## src/rtl/hdlcd_pkg.sv

```systemverilog
// Package for the HDLC receive deframer: octet codes, result kinds and the
// byte-wide reflected CRC-16-CCITT update. No dependencies.
package hdlcd_pkg;

    localparam logic [7:0]  FLAG_OCTET = 8'h7E;
    localparam logic [7:0]  ESC_OCTET  = 8'h7D;
    localparam logic [7:0]  ESC_FLIP   = 8'h20;
    localparam logic [15:0] CRC_INIT   = 16'hFFFF;
    localparam logic [15:0] CRC_POLY   = 16'h8408;
    localparam logic [8:0]  LEN_CAP    = 9'd258;

    localparam logic [1:0] KIND_PAYLOAD = 2'd0;
    localparam logic [1:0] KIND_ACCEPT  = 2'd1;
    localparam logic [1:0] KIND_REJECT  = 2'd2;

    typedef logic [8:0] t_pos;

    // One octet through the reflected CRC, LSB first.
    function automatic logic [15:0] crc_byte(input logic [15:0] crc, input logic [7:0] octet);
        logic [15:0] c;
        c = crc ^ {8'h00, octet};
        for (int i = 0; i < 8; i++) begin
            if (c[0]) begin
                c = (c >> 1) ^ CRC_POLY;
            end else begin
                c = c >> 1;
            end
        end
        return c;
    endfunction

endpackage

```

## src/rtl/hdlcd_ifs.sv

```systemverilog
// Handshake channels of the HDLC receive deframer: received octets in,
// result words out. Uses nothing from the package.
interface hdlcd_rx_if;
    logic       valid;
    logic       ready;
    logic [7:0] rx_byte;

    modport source (output valid, output rx_byte, input ready);
    modport sink   (input valid, input rx_byte, output ready);
endinterface

interface hdlcd_res_if;
    logic       valid;
    logic       ready;
    logic [1:0] out_kind;
    logic [7:0] out_byte;
    logic [7:0] payload_len;

    modport source (output valid, output out_kind, output out_byte, output payload_len,
                    input ready);
    modport sink   (input valid, input out_kind, input out_byte, input payload_len,
                    output ready);
endinterface

```

## src/rtl/hdlc_async_deframer_crc16.sv

```systemverilog
// Top level of the HDLC receive deframer with CRC-16-CCITT check.
// Depends on hdlcd_pkg and the channel interfaces in hdlcd_ifs.sv.
//
// Usage:
//   i_rx carries one received octet per word. o_res carries zero or one
//   result word per octet: a payload octet, a frame accepted verdict with
//   its payload length, or a frame rejected verdict. Flags, escapes and
//   the two trailing CRC octets produce no payload words.
//   i_cfg_we / i_cfg_wdata write max_len; write it only while idle.
// Timing:
//   An accepted octet is registered, processed against the frame state when
//   the processing stage advances, and its result word is registered and
//   valid from then on. One octet per cycle is sustained while o_res is ready;
//   the frame state is updated by one register stage per octet.
// Reset:
//   Synchronous, active low. Position and escape clear, the CRC returns
//   to 0xFFFF, max_len to 258, both channels go empty.
// Stall:
//   When o_res is held not ready with a result waiting, the processing
//   stage freezes and i_rx.ready drops once the input register is full.
module hdlc_async_deframer_crc16 (
    input  logic        i_clk,
    input  logic        i_rst_n,
    hdlcd_rx_if.sink    i_rx,
    hdlcd_res_if.source o_res,
    input  logic        i_cfg_we,
    input  logic [8:0]  i_cfg_wdata
);

    logic               r_in_valid;
    logic [7:0]         r_in_byte;
    logic               r_out_valid;
    logic [1:0]         r_out_kind;
    logic [7:0]         r_out_byte;
    logic [7:0]         r_payload_len;
    hdlcd_pkg::t_pos    r_position, n_position;
    logic               r_escape, n_escape;
    logic [15:0]        r_crc, n_crc;
    logic [7:0]         r_recent0, n_recent0;
    logic [7:0]         r_recent1, n_recent1;
    logic [8:0]         r_max_len;

    logic               w_advance;
    logic               w_fire;
    logic               w_emit;
    logic [1:0]         w_kind;
    logic [7:0]         w_byte;
    logic [7:0]         w_len;

    // The processing stage moves whenever the result register is free or drains.
    assign w_advance = !r_out_valid || o_res.ready;
    assign w_fire    = r_in_valid && w_advance;
    assign i_rx.ready = !r_in_valid || w_advance;

    always_comb begin
        logic [7:0]      d;
        logic            is_data;
        logic            have;
        logic [8:0]      limit;
        hdlcd_pkg::t_pos pos1;

        n_position = r_position;
        n_escape   = r_escape;
        n_crc      = r_crc;
        n_recent0  = r_recent0;
        n_recent1  = r_recent1;
        w_emit     = 1'b0;
        w_kind     = hdlcd_pkg::KIND_PAYLOAD;
        w_byte     = 8'h00;
        w_len      = 8'h00;
        d          = r_in_byte;
        is_data    = 1'b0;
        have       = 1'b0;
        pos1       = r_position + 9'd1;

        if (r_max_len == 9'd0 || r_max_len > hdlcd_pkg::LEN_CAP) begin
            limit = hdlcd_pkg::LEN_CAP;
        end else begin
            limit = r_max_len;
        end

        if (w_fire) begin
            if (r_in_byte == hdlcd_pkg::FLAG_OCTET) begin
                if (r_position >= 9'd2) begin
                    w_emit = 1'b1;
                    // Trailing FCS is stored low octet first, so recent0 is the high half.
                    if (!r_escape && r_crc == {r_recent0, r_recent1}) begin
                        w_kind = hdlcd_pkg::KIND_ACCEPT;
                        w_len  = 8'(r_position - 9'd2);
                    end else begin
                        w_kind = hdlcd_pkg::KIND_REJECT;
                    end
                end
                n_position = '0;
                n_escape   = 1'b0;
                n_crc      = hdlcd_pkg::CRC_INIT;
            end else if (r_escape) begin
                n_escape = 1'b0;
                d        = r_in_byte ^ hdlcd_pkg::ESC_FLIP;
                is_data  = 1'b1;
            end else if (r_in_byte == hdlcd_pkg::ESC_OCTET) begin
                n_escape = 1'b1;
            end else begin
                is_data = 1'b1;
            end

            if (is_data) begin
                if (r_position >= 9'd2) begin
                    have  = 1'b1;
                    n_crc = hdlcd_pkg::crc_byte(r_crc, r_recent1);
                end
                n_recent1  = r_recent0;
                n_recent0  = d;
                n_position = pos1;
                if (pos1 == limit) begin
                    n_position = '0;
                    n_escape   = 1'b0;
                    n_crc      = hdlcd_pkg::CRC_INIT;
                    w_emit     = 1'b1;
                    w_kind     = hdlcd_pkg::KIND_REJECT;
                end else if (have) begin
                    w_emit = 1'b1;
                    w_kind = hdlcd_pkg::KIND_PAYLOAD;
                    w_byte = r_recent1;
                end
            end
        end
    end

    always_ff @(posedge i_clk) begin
        if (!i_rst_n) begin
            r_in_valid  <= 1'b0;
            r_out_valid <= 1'b0;
            r_position  <= '0;
            r_escape    <= 1'b0;
            r_crc       <= hdlcd_pkg::CRC_INIT;
            r_recent0   <= 8'h00;
            r_recent1   <= 8'h00;
            r_max_len   <= hdlcd_pkg::LEN_CAP;
        end else begin
            if (i_rx.ready) begin
                r_in_valid <= i_rx.valid;
            end
            if (w_advance) begin
                r_out_valid <= w_emit;
            end
            r_position <= n_position;
            r_escape   <= n_escape;
            r_crc      <= n_crc;
            r_recent0  <= n_recent0;
            r_recent1  <= n_recent1;
            if (i_cfg_we) begin
                r_max_len <= i_cfg_wdata;
            end
        end
    end

    always_ff @(posedge i_clk) begin
        if (i_rx.valid && i_rx.ready) begin
            r_in_byte <= i_rx.rx_byte;
        end
        if (w_advance && w_emit) begin
            r_out_kind    <= w_kind;
            r_out_byte    <= w_byte;
            r_payload_len <= w_len;
        end
    end

    assign o_res.valid       = r_out_valid;
    assign o_res.out_kind    = r_out_kind;
    assign o_res.out_byte    = r_out_byte;
    assign o_res.payload_len = r_payload_len;

    // A verdict word never carries a payload octet.
    a_byte_zero_on_verdict: assert property (@(posedge i_clk) disable iff (!i_rst_n)
        r_out_valid && r_out_kind != hdlcd_pkg::KIND_PAYLOAD |-> r_out_byte == 8'h00)
        else $error("verdict word carries a nonzero byte");

    // Only an accepted frame reports a length.
    a_len_only_on_accept: assert property (@(posedge i_clk) disable iff (!i_rst_n)
        r_out_valid && r_out_kind != hdlcd_pkg::KIND_ACCEPT |-> r_payload_len == 8'h00)
        else $error("length reported outside an accepted frame");

    // A stalled result word holds still until it is taken.
    a_out_stable: assert property (@(posedge i_clk) disable iff (!i_rst_n)
        r_out_valid && !o_res.ready
        |=> r_out_valid && $stable(r_out_kind) && $stable(r_out_byte)
            && $stable(r_payload_len))
        else $error("result word changed while stalled");

    // A processed flag restarts reception.
    a_flag_restarts: assert property (@(posedge i_clk) disable iff (!i_rst_n)
        w_fire && r_in_byte == hdlcd_pkg::FLAG_OCTET
        |=> r_position == '0 && !r_escape && r_crc == hdlcd_pkg::CRC_INIT)
        else $error("flag did not restart reception");

endmodule
```

## src/flat_wrapper.sv

```systemverilog
// flat-port wrapper written by rule: the top's interface ports become plain ports
module hdlc_async_deframer_crc16_flat 
  (i_clk, i_rst_n, i_cfg_we, i_cfg_wdata, i_rx_valid, i_rx_rx_byte, i_rx_ready, o_res_valid, o_res_out_kind, o_res_out_byte, o_res_payload_len, o_res_ready);
  hdlcd_rx_if i_rx_i ();
  hdlcd_res_if o_res_i ();
  input  logic i_clk;
  input  logic i_rst_n;
  input  logic i_cfg_we;
  input  logic [8:0] i_cfg_wdata;
  input wire logic [$bits(i_rx_i.valid)-1:0] i_rx_valid;
  input wire logic [$bits(i_rx_i.rx_byte)-1:0] i_rx_rx_byte;
  output wire logic [$bits(i_rx_i.ready)-1:0] i_rx_ready;
  output wire logic [$bits(o_res_i.valid)-1:0] o_res_valid;
  output wire logic [$bits(o_res_i.out_kind)-1:0] o_res_out_kind;
  output wire logic [$bits(o_res_i.out_byte)-1:0] o_res_out_byte;
  output wire logic [$bits(o_res_i.payload_len)-1:0] o_res_payload_len;
  input wire logic [$bits(o_res_i.ready)-1:0] o_res_ready;
  assign i_rx_i.valid = i_rx_valid;
  assign i_rx_i.rx_byte = i_rx_rx_byte;
  assign i_rx_ready = i_rx_i.ready;
  assign o_res_valid = o_res_i.valid;
  assign o_res_out_kind = o_res_i.out_kind;
  assign o_res_out_byte = o_res_i.out_byte;
  assign o_res_payload_len = o_res_i.payload_len;
  assign o_res_i.ready = o_res_ready;
  hdlc_async_deframer_crc16 u_core (.i_clk(i_clk), .i_rst_n(i_rst_n), .i_rx(i_rx_i), .o_res(o_res_i), .i_cfg_we(i_cfg_we), .i_cfg_wdata(i_cfg_wdata));
endmodule
```

## config.mk

```make
export PLATFORM = sky130hd
export DESIGN_NAME = hdlc_async_deframer_crc16_flat
export DESIGN_NICKNAME = d
export VERILOG_FILES = /design/src/rtl/hdlcd_pkg.sv /design/src/rtl/hdlcd_ifs.sv /design/src/rtl/hdlc_async_deframer_crc16.sv /design/src/flat_wrapper.sv
export SDC_FILE = /design/constraint.sdc
export NUM_CORES = 1
export LEC_CHECK = 0
export BUFFER_PORTS_ARGS = -buffer_cell sky130_fd_sc_hd__buf_2
export CORE_AREA = 3 3 135 72
export CTS_BUF_LIST = sky130_fd_sc_hd__clkbuf_8 sky130_fd_sc_hd__clkbuf_16
export CTS_CLUSTER_SIZE = 14
export DETAILED_ROUTE_END_ITERATION = 10
export DIE_AREA = 0 0 138 75
export HOLD_SLACK_MARGIN = 0.1
export PLACE_DENSITY = 0.68
export SYNTH_ARGS = -nofsm -noshare
export SYNTH_HDL_FRONTEND = slang
export SYNTH_SLANG_ARGS = --single-unit
```

## constraint.sdc

```tcl
create_clock -name i_clk -period 5.25 [get_ports i_clk]
set_input_delay 0.525 -clock i_clk [delete_from_list [all_inputs] [get_ports i_clk]]
set_output_delay 0.525 -clock i_clk [all_outputs]
set_load 0.1 [all_outputs]
```

Word level (Yosys, flattened, before mapping)
Cells that the tools add are included.

Logic and storage cells: 111. Register bits: 79. Output and inout bits: 20. Input port bits: 22.

Magnitude comparators: 2. Multiplexer cells: 62. Add/subtract/negate cells: 2. Reductions and logical operators: 16. Bitwise logic cells: 13. Equality and inequality tests: 4.

Operators with widths (number): 16-bit 2-to-1 mux (33); 9-bit 2-to-1 mux (4); 2-bit inverter with 3-bit output (8); 1-bit 2-to-1 mux (17); 16-bit == test (1); 8-bit by 7-bit == test with 1-bit output (second input constant) (2); 16-bit by 8-bit bitwise XOR with 16-bit output (1); 2-bit 2-to-1 mux (6); 6-bit 2-to-1 mux (2); 9-bit by 1-bit adder with 9-bit output (second input constant) (1); 9-bit == test (1); 9-bit by 2-bit >= comparator with 1-bit output (second input constant) (1); 9-bit > comparator (second input constant) (1); 9-bit zero test (1); 8-bit by 2-bit subtractor with 8-bit output (second input constant) (1); 1-bit logical AND (4); 1-bit inverter (4); 2-bit AND reduction (2); 4-bit AND reduction (1); 4-bit OR reduction (1); 1-bit zero test (3); 1-bit logical OR (3); 2-bit nonzero test (1).

Depth between registers and ports, before layout
Depth after elaboration: 42. Depth in mapped cells: 12. Mapped depth without buffers: 9.

Least setup slack after synthesis
No wires, ideal clock.

Path kind: flip-flop to flip-flop. From: register u_core.r_position[1]. To: register u_core.r_out_byte[0] (netlist: u_core.o_res.out_byte[0]) (enable). Required time: 4.851 ns. Path slack: 1.602 ns. Data arrival time: 3.249 ns. Clock period less this slack: 3.648 ns. Path buffers: 1. Stages on the path, launching flop included: 10. Library setup time: 0.399 ns. Path through: dfxtp_1 ha_1 nand4_2 or3_1 and2_1 a2111oi_0 o2111a_2 buf_4 nand2_1 a21oi_1.

Cells in the longest elaborated chain, start to end: 9. Elaborated cells on any way between the ends: 12. Those cells by class: add/sub: 1; order compare: 1; eq/ne: 1; mux: 8; reduce/logical: 1.

RTL lines: start: declaration (RTL line hdlc_async_deframer_crc16.sv:36) `hdlcd_pkg::t_pos r_position, n_position;`; start signal: assignment (RTL line hdlc_async_deframer_crc16.sv:147) `r_position <= n_position;`; 9-bit by 2-bit >= comparator with 1-bit output (RTL line hdlc_async_deframer_crc16.sv:84, hdlc_async_deframer_crc16.sv:108); 1-bit 2-to-1 mux (RTL line hdlc_async_deframer_crc16.sv:84, hdlc_async_deframer_crc16.sv:108); 1-bit 2-to-1 mux (RTL line hdlc_async_deframer_crc16.sv:107) `if (is_data) begin`; 1-bit 2-to-1 mux (RTL line hdlc_async_deframer_crc16.sv:82) `if (w_fire) begin`; 1-bit 2-to-1 mux (RTL line hdlc_async_deframer_crc16.sv:121) `end else if (have) begin`; 1-bit 2-to-1 mux (RTL line hdlc_async_deframer_crc16.sv:115) `if (pos1 == limit) begin`; 1-bit 2-to-1 mux * (RTL line hdlc_async_deframer_crc16.sv:107); 1-bit 2-to-1 mux * (RTL line hdlc_async_deframer_crc16.sv:82); 1-bit logical AND * (RTL line hdlc_async_deframer_crc16.sv:162) `if (w_advance && w_emit) begin`; end signal: assignment (RTL line hdlc_async_deframer_crc16.sv:164) `r_out_byte <= w_byte;`; end: declaration (RTL line hdlc_async_deframer_crc16.sv:34) `logic [7:0] r_out_byte;`.

Mark *: on every way between the ends. The rest lies on a longest branch, timed or not. The select of a mux whose other input is x is not followed. A chain may end at the register's enable or synchronous reset.

Worst setup path in the final report
From: register u_core.r_position[0]. To: register u_core.r_payload_len[4] (netlist: u_core.o_res.payload_len[4]) (enable).

Cells in the longest elaborated chain, start to end: 9. Elaborated cells on any way between the ends: 12. Those cells by class: add/sub: 1; order compare: 1; eq/ne: 1; mux: 8; reduce/logical: 1.

RTL lines: 9-bit by 2-bit >= comparator with 1-bit output (RTL line hdlc_async_deframer_crc16.sv:84, hdlc_async_deframer_crc16.sv:108); 1-bit 2-to-1 mux (RTL line hdlc_async_deframer_crc16.sv:84, hdlc_async_deframer_crc16.sv:108); 1-bit 2-to-1 mux (RTL line hdlc_async_deframer_crc16.sv:107); 1-bit 2-to-1 mux (RTL line hdlc_async_deframer_crc16.sv:82); 1-bit 2-to-1 mux (RTL line hdlc_async_deframer_crc16.sv:121); 1-bit 2-to-1 mux (RTL line hdlc_async_deframer_crc16.sv:115); 1-bit 2-to-1 mux * (RTL line hdlc_async_deframer_crc16.sv:107); 1-bit 2-to-1 mux * (RTL line hdlc_async_deframer_crc16.sv:82); 1-bit logical AND * (RTL line hdlc_async_deframer_crc16.sv:162); end signal: assignment (RTL line hdlc_async_deframer_crc16.sv:165) `r_payload_len <= w_len;`; end: declaration (RTL line hdlc_async_deframer_crc16.sv:35) `logic [7:0] r_payload_len;`.

Marks and branches as above.

==> results.py <==
metrics = {
    "run_status": {
        "status": "complete, no violations",
    },
    "sta": {
        "finalCriticalPeriod_ns": 3.76,
        "rsz0062_at_grt": "no",
        "setup_viol": 0,
        "fin_crit_sh_pct": 71.7,
        "slew_headroom_pct": 31.5,
        "tightestPinTransition_ns": 1.03,
        "finClkSkew_ns": 0.00734,
        "max_clock_freq_ghz": 0.266,
        "maxSlewViolCount": 0,
        "finalSetupTns_ns": 0,
        "layout_setup_ws_ns": 1.49,
        "hold_viol": 0,
    },
    "critical_path": {
        "critPathLaunch": "u_core.r_position[0]",
        "rrSetupSlack_ns": 1.49,
        "arrival_ns": 3.72,
        "cp_top_family": "compound AO/OA/AOI/OAI gates",
        "slowest_stage": "a21oi_2",
        "worst-path-stages": 8,
        "cpPeakStageDelay_ns": 0.80,
        "crit_end": "u_core.o_res.payload_len[4]",
        "critPathKind": "register to register",
        "worstSetupEndpointType": "register",
        "crit_required_ns": 5.21,
        "path_buf_inv": 0,
        "worstPathCellList": "ha_1 -> nand3_1 -> o21a_1 -> or4_4 -> a211oi_2 -> o2111a_2 -> nand2_1 -> a21oi_2",
        "crit_fanout": 18,
        "startpoint_type": "register",
        "r2r_cells": 8,
        "rr_endpoint": "u_core.o_res.payload_len[4]",
        "r2r-start": "u_core.r_position[0]",
    },
    "yosys": {
        "syn_inst": 452,
        "ys_seq_area_share_pct": 43.5,
        "netlist_top_cells_area": "dfxtp_1 25%, edfxtp_1 18%, xor2_1 5.8%",
        "yosys_warnings": 0,
        "synth-seq-cells": 79,
        "yosysTopAreaCellShare_pct": 25.1,
        "syn_area_sq_mm": 0.00423,
        "synth_top_area_cell": "dfxtp_1",
        "synthFlopType": "dfxtp_1",
        "synthArstFlopShare_pct": 0,
        "synth-edff-count": 26,
        "avgSynthCellArea_sq_um": 9.37,
        "synth.distinct_cells": 59,
        "syn-num-nets": 478,
    },
    "power": {
        "ir_worst_vdd_mv": 0.151,
        "p_sw_share_pct": 23.3,
        "p_leak_nw": 1.78,
        "combinationalPowerShare_pct": 8.9,
        "p_sw_mw": 0.355,
        "power.density_mw_per_mm2": 316,
        "pwr-share-seq_pct": 44.7,
        "p_clk_share_pct": 46.4,
        "internal_power_mw": 1.17,
    },
    "drt": {
        "avgViaCountPerCell": 5.68,
        "drt_wl_total_mm": 9.76,
        "wl_per_cell_microns": 16.3,
        "ant_nets": 0,
        "firstDrtPassIters": 5,
        "num_vias": 3399,
        "drc": 0,
        "drt_iter0_drc": 335,
    },
    "die": {
        "core_sq_mm": 0.00859,
        "pin_count": 42,
        "die_width_microns": 138,
        "die_h_microns": 75,
        "dieArea_sq_mm": 0.0104,
        "fp-row-count": 24,
        "initial_core_util_pct": 49.3,
    },
    "layout": {
        "multiInputGateArea_sq_mm": 0.00221,
        "mostFrequentLayoutCell": "dfxtp_1",
        "diodes": 0,
        "final_nets": 502,
        "seqCellArea_sq_mm": 0.00184,
        "layout_common_cells": "53 x dfxtp_1, 49 x nand2_1, 41 x buf_2",
        "nFillCells": 789,
        "drive_above_1_share_pct": 15.6,
        "syn_to_final_growth_pct": 13.6,
    },
    "clock_tree": {
        "cts.sinks": 79,
        "clkSlewWorstSetupHoldPaths_ns": 0.06,
        "cts_tree": "done",
        "cts_root_buf": "clkbuf_16",
        "cts_max_level": 3,
        "cts_resized": 0,
        "ctsHoldBuffers": 0,
        "worstSkewPairLatency_ns": 0.34,
        "numCtsBuffers": 9,
        "post-cts-setup-buffer-count": 0,
        "cts_max_path_buffers": 2,
    },
    "global_route": {
        "grt_max_degree": 34,
        "gr-total-overflow": 0,
        "grt_pass1_vias": 3216,
        "grt_first_pass_wirelength_mm": 16.4,
        "antenna_found_initial": 0,
        "grtUsageTotal_pct": 19.6,
    },
    "worst_hold_path": {
        "min_from": "i_rx_rx_byte[3]",
        "whs_path_depth": 1,
        "hold_class": "primary input to register",
    },
    "placed_design": {
        "gp_congestion": 0.864,
        "post-place-ws_ns": 1.53,
        "hpwlAfterDp_mm": 6.40,
        "io_buffers": 41,
    },
    "run": {
        "cap_violations": 0,
    },
}
-- power by group through the flow --
stage,Clock [mW],Sequential (mW),Combinational (mW)
after floorplan,0,0.686,0.105
after global placement,0,0.692,0.132
after detailed placement,0,0.693,0.133
after CTS,0.713,0.680,0.135
after global routing,0.739,0.684,0.151
final,0.706,0.680,0.135
-- metal layers --
layer  wire [microns]  global-route usage (%)  vias up
met2             4560                    32.9       97
met1             4590                    25.7     1601
met4              106                    6.24        0
li1                 -                       -     1692
met3              502                    4.95        9
met5                0                       0        -
-- cell type report --
class                   count  share of cell area [%]
repair buffers             45                    4.89
clock inverters             5                    1.61
multi-input cells         332                    46.0
well taps                 117                    3.04
inverters                   9                   0.702
flip-flops and latches     79                    38.3
clock buffers              11                    5.49
-- how the worst min path moves through the flow --
stage | end | slack [ns]
after floorplan | u_core.r_recent1[4] | 0.46
after global placement | u_core.r_recent1[7] | 0.48
after detailed placement | u_core.r_recent1[0] | 0.49
after CTS | u_core.r_in_byte[3] | 0.35
after global routing | u_core.r_in_byte[5] | 0.34
final | u_core.r_in_byte[3] | 0.35
-- registers in the layout, indices dropped and copies added, names as in the netlist --
name / cells
u_core.r_crc: 16
u_core.r_max_len: 9
u_core.r_position: 9
u_core.o_res.out_byte: 8
u_core.o_res.payload_len: 8
u_core.r_in_byte: 8
u_core.r_recent0: 8
u_core.r_recent1: 8
u_core.o_res.out_kind: 2
u_core.o_res.valid: 1
u_core.r_escape: 1
u_core.r_in_valid: 1
-- cells by family after synthesis --
logic type / share of synthesized area [%]
fa+ha+maj: 1.18
mux: 2.16
flops: 43.5
buf+inv: 4.40
xor+xnor: 9.31
compound gates: 16.4
simple gates: 23.0
-- per-stage QoR --
stage | instance area [sq um] | hold WS, ns | util, % | std cells | power [mW]
6_report | 4810 | 0.354 | 56.0 | 598 | 1.52
5_1_grt | 4810 | 0.344 | 56.0 | 598 | 1.57
4_1_cts | 4810 | 0.348 | 56.0 | 598 | 1.53
3_5_place_dp | 4470 | 0.490 | 52.0 | 582 | 0.826
3_3_place_gp | 4470 | 0.481 | 52.0 | 582 | 0.824
2_1_floorplan | 4230 | 0.464 | - | 452 | 0.792
-- cell usage after synthesis, drive strengths merged (3+ instances only) --
master and number:
nand3 12, o21ai 6, o21a 3, o22ai 16, nand2 49, o311ai 3
xor2 28, nand4 11, or3 3, clkbuf 20, dfxtp 53, buf 12
a31o 5, nor2 24, and2 14, nor4 7, xnor2 17, nor3b 3
a21boi 16, nor2b 13, mux2i 8, edfxtp 26, ha 4, nor3 6
a211oi 5, o31ai 3, inv 8, a21oi 28, nand2b 3, o211ai 4
nand4b 18
(Power assumes the default switching activity.)
